**src/hdl/context_model_symbol_counter_assert.svh**
```systemverilog
// assertion macros for the context model symbol counter
`ifndef CONTEXT_MODEL_SYMBOL_COUNTER_ASSERT_SVH
`define CONTEXT_MODEL_SYMBOL_COUNTER_ASSERT_SVH
`ifndef NO_ASSERTIONS
// checked only outside reset
`define CMSC_ASSERT(label, prop, msg) \
   label: assert property (@(posedge clock) disable iff (reset) prop) else $error(msg);
// checked at every edge, reset included
`define CMSC_ASSERT_ALWAYS(label, prop, msg) \
   label: assert property (@(posedge clock) prop) else $error(msg);
`else
`define CMSC_ASSERT(label, prop, msg)
`define CMSC_ASSERT_ALWAYS(label, prop, msg)
`endif
`endif

```
**src/hdl/cmsc_pkg.sv**
```systemverilog
package cmsc_pkg;

   localparam int ORDER_MAX  = 2;
   localparam int COUNT_BITS = 32;

   localparam int ALPHABET   = 26;
   localparam int CTX_SLOTS  = ALPHABET ** ORDER_MAX;
   localparam int SYM_SLOTS  = CTX_SLOTS * ALPHABET;
   localparam int HIST_DEPTH = ORDER_MAX;

   localparam int CHAR_W     = 8;
   localparam int LETTER_W   = 5;
   localparam int CTX_W      = $clog2(CTX_SLOTS);
   localparam int SYM_W      = $clog2(SYM_SLOTS);
   localparam int ORDER_W    = 2;

   localparam int CSR_DATA_W = 32;
   localparam int CSR_ADDR_W = 2;

   localparam logic [CSR_ADDR_W-1:0] ADDR_CONTEXT_ORDER = CSR_ADDR_W'(0);
   localparam logic [ORDER_W-1:0]    ORDER_RESET        = ORDER_W'(1);

   localparam logic [CHAR_W-1:0] CHAR_CASE_BIT = 8'h20;
   localparam logic [CHAR_W-1:0] CHAR_LOWER_A  = 8'h61;
   localparam logic [CHAR_W-1:0] CHAR_LOWER_Z  = 8'h7a;

   localparam logic [COUNT_BITS-1:0] SYM_COUNT_INIT = COUNT_BITS'(1);
   localparam logic [COUNT_BITS-1:0] CTX_TOTAL_INIT = COUNT_BITS'(0);

   // controller to datapath
   typedef struct packed {
      logic clear;     // write init values at the sweep address
      logic capture;   // take the item, shift history
      logic update;    // write back incremented counts, load result
   } cmsc_cmd_type;

   // datapath to controller
   typedef struct packed {
      logic clear_last;
      logic is_letter;
   } cmsc_status_type;

   function automatic logic [COUNT_BITS-1:0] sat_inc(input logic [COUNT_BITS-1:0] v);
      logic [COUNT_BITS-1:0] r;
      r = (v == '1) ? v : v + COUNT_BITS'(1);
      return r;
   endfunction

endpackage

```
**src/hdl/cmsc_ctrl.sv**
```systemverilog
module cmsc_ctrl (
   input  logic                     clock,
   input  logic                     reset,
   input  logic                     start,
   input  cmsc_pkg::cmsc_status_type status,
   output cmsc_pkg::cmsc_cmd_type    cmd,
   output logic                     busy
);
   import cmsc_pkg::*;

   localparam logic [1:0] ST_CLEAR  = 2'd0;
   localparam logic [1:0] ST_IDLE   = 2'd1;
   localparam logic [1:0] ST_READ   = 2'd2;
   localparam logic [1:0] ST_UPDATE = 2'd3;

   logic [1:0] state_ff;
   logic [1:0] state_in;

   always_comb begin
      state_in = state_ff;
      cmd      = '0;
      unique case (state_ff)
         ST_CLEAR: begin
            cmd.clear = 1'b1;
            if (status.clear_last) begin
               state_in = ST_IDLE;
            end
         end
         ST_IDLE: begin
            // non-letters are taken and dropped here
            if (start && status.is_letter) begin
               cmd.capture = 1'b1;
               state_in    = ST_READ;
            end
         end
         ST_READ: begin
            state_in = ST_UPDATE;
         end
         ST_UPDATE: begin
            cmd.update = 1'b1;
            state_in   = ST_IDLE;
         end
         default: begin
            state_in = ST_CLEAR;
         end
      endcase
   end

   always_ff @(posedge clock) begin
      if (reset) begin
         state_ff <= ST_CLEAR;
      end else begin
         state_ff <= state_in;
      end
   end

   assign busy = (state_ff != ST_IDLE);

endmodule

```
**config.mk**
```make
export PLATFORM = sky130hd
export DESIGN_NAME = cmsc_ctrl
export DESIGN_NICKNAME = d
export VERILOG_FILES = /design/src/hdl/context_model_symbol_counter_assert.svh /design/src/hdl/cmsc_pkg.sv /design/src/hdl/cmsc_ctrl.sv
export SDC_FILE = /design/constraint.sdc
export NUM_CORES = 1
export LEC_CHECK = 0
export BUFFER_PORTS_ARGS = -buffer_cell sky130_fd_sc_hd__buf_2
export CAP_MARGIN = 10
export CORE_AREA = 2 2 39 41
export DETAILED_ROUTE_END_ITERATION = 12
export DIE_AREA = 0 0 41 43
export SLEW_MARGIN = 20
export SYNTH_ARGS = -nofsm -noshare
export SYNTH_HDL_FRONTEND = slang
export SYNTH_SLANG_ARGS = --single-unit
```
**constraint.sdc**
```tcl
create_clock -name clock -period 1.2 [get_ports clock]
set_input_delay 0.24 -clock clock [delete_from_list [all_inputs] [get_ports clock]]
set_output_delay 0.24 -clock clock [all_outputs]
set_load 0.005 [all_outputs]
```
# Word-level counts from Yosys, hierarchy flattened
# Cells that the tools add are included.
# op_classes
add_sub_neg,0
n_mul,0
n_div,0
order_cmp,0
n_eq_ne,6
shift,0
n_mux,7
bitwise,0
reduce_logical,3
# op_table
op,count
$pmux 2 s4,1
$eq 2x2->1 const B,2
$mux 1,4
$mux 2,2
$ne 2x2->1 const B,2
$eq 2x1->1 const B,1
$logic_not 2->1,1
$ne 2x1->1 const B,1
$reduce_and 2->1,1
$logic_and 1x1->1,1
# totals
register_bits,2
latchBits,0
mem_bits_rw,0
romBits,0
out_inout_bits,4
elab_cells,17
n_memories,0

# Logic depth before layout (Yosys ltp)
# depth
word_depth,3
depth_mapped,5

# Least setup slack after synthesis
# No wires, ideal clock.
# synth_path
kind,reg2reg
from,reg state_ff[0]
to,reg state_ff[0]
arrival_ns,1.201
path_slack_ns,-0.122
stages_incl_launch_ff,6
period_less_slack_ns,1.322
path_cell_list,dfxtp_1 -> inv_1 -> ha_1 -> nor2b_4 -> a21oi_2 -> mux2_4
# synth_between
elab_chain_len,3
word_cells_on_any_way,8
classes_between,eq/ne: 5; mux: 1; reduce/logical: 2
# synth_lines
element,line,source
"start, declared",cmsc_ctrl.sv:16,logic [1:0] state_ff;
"start signal, assigned",cmsc_ctrl.sv:53,state_ff <= state_in;
$eq 2x1->1 / $logic_not 2->1 (equally long branches),cmsc_ctrl.sv:22,unique case (state_ff)
$ne 2x2->1 (no source line),--,
$reduce_and 2->1 (no source line),--,
# Parallel ways exist; a longest one is shown, timed or not.
# A chain may end at the register's enable or synchronous reset.

# Worst setup path after layout
# Same ends and word-level chain as after synthesis.

==> flow_summary.json <==
{
  "status": "complete, but fails checks",
  "violated_checks": "setup timing",
  "final_cell_count_no_fill": 48,
  "p_clk_share_pct": 22.0,
  "antenna_diode_count": 0,
  "syn-num-nets": 28,
  "synth_compound_area_share_pct": 4.96,
  "path_cells": "inv_4, ha_4, nor2b_4, a21oi_2, mux2_4",
  "yosysUniqueCellTypes": 10,
  "cts.root.buffer_cell": "clkbuf_4",
  "required_ps": 1300,
  "worst_path_largest_cell_delay_ps": 370,
  "p_leak_nw": 0.150,
  "fmax_ghz": 0.798,
  "design.final.nets": 43,
  "synth_area_per_cell_um2": 9.29,
  "die_area_um2": 1760,
  "layout-area-overhead-vs-synth_pct": 75.2,
  "worst_hold_path_type": "in2reg",
  "max_slew_margin_pct": 89.4,
  "io_buffer_count": 8,
  "dp_slack_ps": -48.2,
  "gp_routability_congestion": 0.579,
  "report.final.hold_viol_count": 0,
  "grt_start_max_net_pins": 5,
  "finalSetupTns_ps": -54.1,
  "synth_fa_ha_area_share_pct": 28.4,
  "final.period_utilization_pct": 104,
  "yosys_register_bits": 2,
  "antenna_found_initial": 0,
  "post_drt_via_cell_ratio": 3.35,
  "main_combinational_cell_family_by_area_after_synthesis": "adder cells",
  "synthCells": 19,
  "dieWidth_um": 41,
  "slew_viol_final": 0,
  "post-route-worst-setup-slack_ps": -52.4,
  "detail-route-antenna-nets": 0,
  "setup_repair_after_global_routing_missed_its_margin": "yes",
  "cts_htree_levels": 1,
  "timing.critical_path.arrival_ps": 1360,
  "largest_register_ffs": 2,
  "slowest_stage": "dfxtp_4",
  "postCtsSetupBuffers": 0,
  "synth.mux.area_fraction_pct": 14.2,
  "synth_common_cells": "ha_1 (4), inv_1 (3), nor2_1 (3)",
  "cts_hold_buf": 0,
  "synth_largest_type_area_fraction_pct": 28.4,
  "synth.yosys.seq_area_share_pct": 22.7,
  "drt_iter0_drc": 0,
  "netSwitchingPower_w": 0.000222,
  "drt-wirelength-per-cell_um": 7.06,
  "insertion_delay_ps": 220,
  "cell_types_occupying_the_most_area_after_synthesis": "ha_1 (28%), dfxtp_1 (23%), mux2_4 (8.5%)",
  "xor_xnor_fraction_of_synth_area_pct": 0,
  "grt_overflow_total": 0,
  "maxCapViolCount": 0,
  "fin_total_pwr_w": 0.000654,
  "grt_first_pass_wirelength_um": 469,
  "power.density_cell_area_nw_per_um2": 2120,
  "grt.total_usage_pct": 4.50,
  "cts_tree": "yes",
  "finClkSkew_ps": 2.72,
  "yosys_warning_total": 0,
  "ir_worst_vdd_v": 0.000573,
  "via_count": 161,
  "clk_path_buf_depth": 2,
  "synthArstFlopShare_pct": 0,
  "synth_flop_cell": "dfxtp_1",
  "crit_type": "reg2reg",
  "cp-end-kind": "register",
  "drt_drc_violations_left": 0,
  "place.detailed.instances": 45,
  "registers.top_by_ff_count": "state_ff",
  "num_io_pins": 9,
  "starting_density_of_the_core_pct": 12.7,
  "cts_buffers": 3,
  "period_minus_slack_ps": 1250,
  "power.switching_fraction_pct": 33.9,
  "grt_pass1_vias": 136,
  "overall_routed_net_length_um": 339,
  "post_synth_instance_area_um2": 176,
  "synth_area_leader_cell": "ha_1",
  "power.combinational.fraction_pct": 55.5,
  "floorplan.die.height_um": 43,
  "power.share.sequential_pct": 22.5,
  "simple_logic_cell_fraction_of_the_synthesized_area_pct": 23.4,
  "layout_top_registers": "state_ff x2",
  "tritoncts_num_sinks": 2,
  "post_route_cells_drive_above_1_share_pct": 71.9,
  "worstSetupStartpointType": "register",
  "most_common_cell_in_the_netlist": "ha_1",
  "int_power_w": 0.000432,
  "setup_violations": 2,
  "tightest_slew_ps": 160,
  "synth-edff-count": 0,
  "number_of_iterations_in_the_first_detailed_routing_pass": 1,
  "floorplan.rows": 14,
  "cp_max_fo": 4,
  "core_area_um2": 1380,
  "cts.reportedPaths.clkPinSlew_ps": 30
}
-- layout make-up --
cell class,count,area [µm²]
flip-flops and latches,2,45.0
well taps,16,20.0
clock buffers,3,22.5
repair buffers,10,55.1
fillers,158,1070
inverters,3,16.3
multi-input cells,14,150
-- timing repair --
action | 4_1_cts | 5_1_grt
gates resized for setup | 4 | 2
setup endpoints to repair | 4 | 4
pin swaps | 0 | 2
endpoints found under the hold margin | 0 | 0
-- kinds of logic (layout without fill, tap and decap cells) --
group,after synthesis,after routing
AO/OA/AOI/OAI,1,1
adder cells (fa/ha/maj),4,4
buffers and inverters,3,16
flip-flops,2,2
multiplexers,2,2
AND/OR/NAND/NOR,7,7
-- worst max-delay path: cells and delay by family, from the launching register on --
kind	cells	cell delay (ps)
adder cells (fa/ha/maj)	1	140
multiplexers	1	310
buffers and inverters	1	40
AND/OR/NAND/NOR	1	110
AO/OA/AOI/OAI	1	150
flip-flops	1	370
-- worst paths after layout --
check              startpoint          end  slack [ps]  cells after the start
setup / recovery  state_ff[0]  state_ff[0]         -50                      5
hold / removal          reset  state_ff[1]         320                      3
setup reg to reg  state_ff[0]  state_ff[0]         -50                      5
hold reg to reg   state_ff[1]  state_ff[1]         610                      3
-- layer usage --
| metal | up-vias | GRT usage, % | wire [µm] |
|---|---|---|---|
| met5 | - | 0 | 0 |
| met2 | 8 | 5.94 | 156 |
| li1 | 84 | - | - |
| met3 | 0 | 3.14 | 48 |
| met1 | 69 | 3.50 | 135 |
| met4 | 0 | 6.00 | 0 |
-- power by group through the flow --
stage / combinational, W / sequential [W] / clock [W]
after floorplan: 0.000224 / 0.000125 / 0
after global routing: 0.000413 / 0.000151 / 0.000156
after global placement: 0.000342 / 0.000124 / 0
after CTS: 0.000359 / 0.000145 / 0.000155
after detailed placement: 0.000343 / 0.000128 / 0
final: 0.000363 / 0.000147 / 0.000144
-- cell usage in the layout (no fill, tap or decap) --
cell	instances
dfxtp_4	1
inv_2	1
ha_1	2
nand2b_1	2
nor2b_4	1
mux2_4	1
nand2_1	1
buf_2	8
ha_4	2
clkbuf_4	3
mux2i_1	1
dfxtp_2	1
a21oi_2	1
buf_4	2
nor2_1	3
inv_4	2
-- metrics by stage --
stage / instance area, µm² / hold WS, ps / util (%)
after floorplan: 191 / 413 / -
after detailed placement: 267 / 554 / 19.3
after global routing: 309 / 354 / 22.3
after CTS: 307 / 319 / 22.2
after global placement: 267 / 560 / 19.3
final: 309 / 324 / 22.3
(Power assumes the default switching activity.)
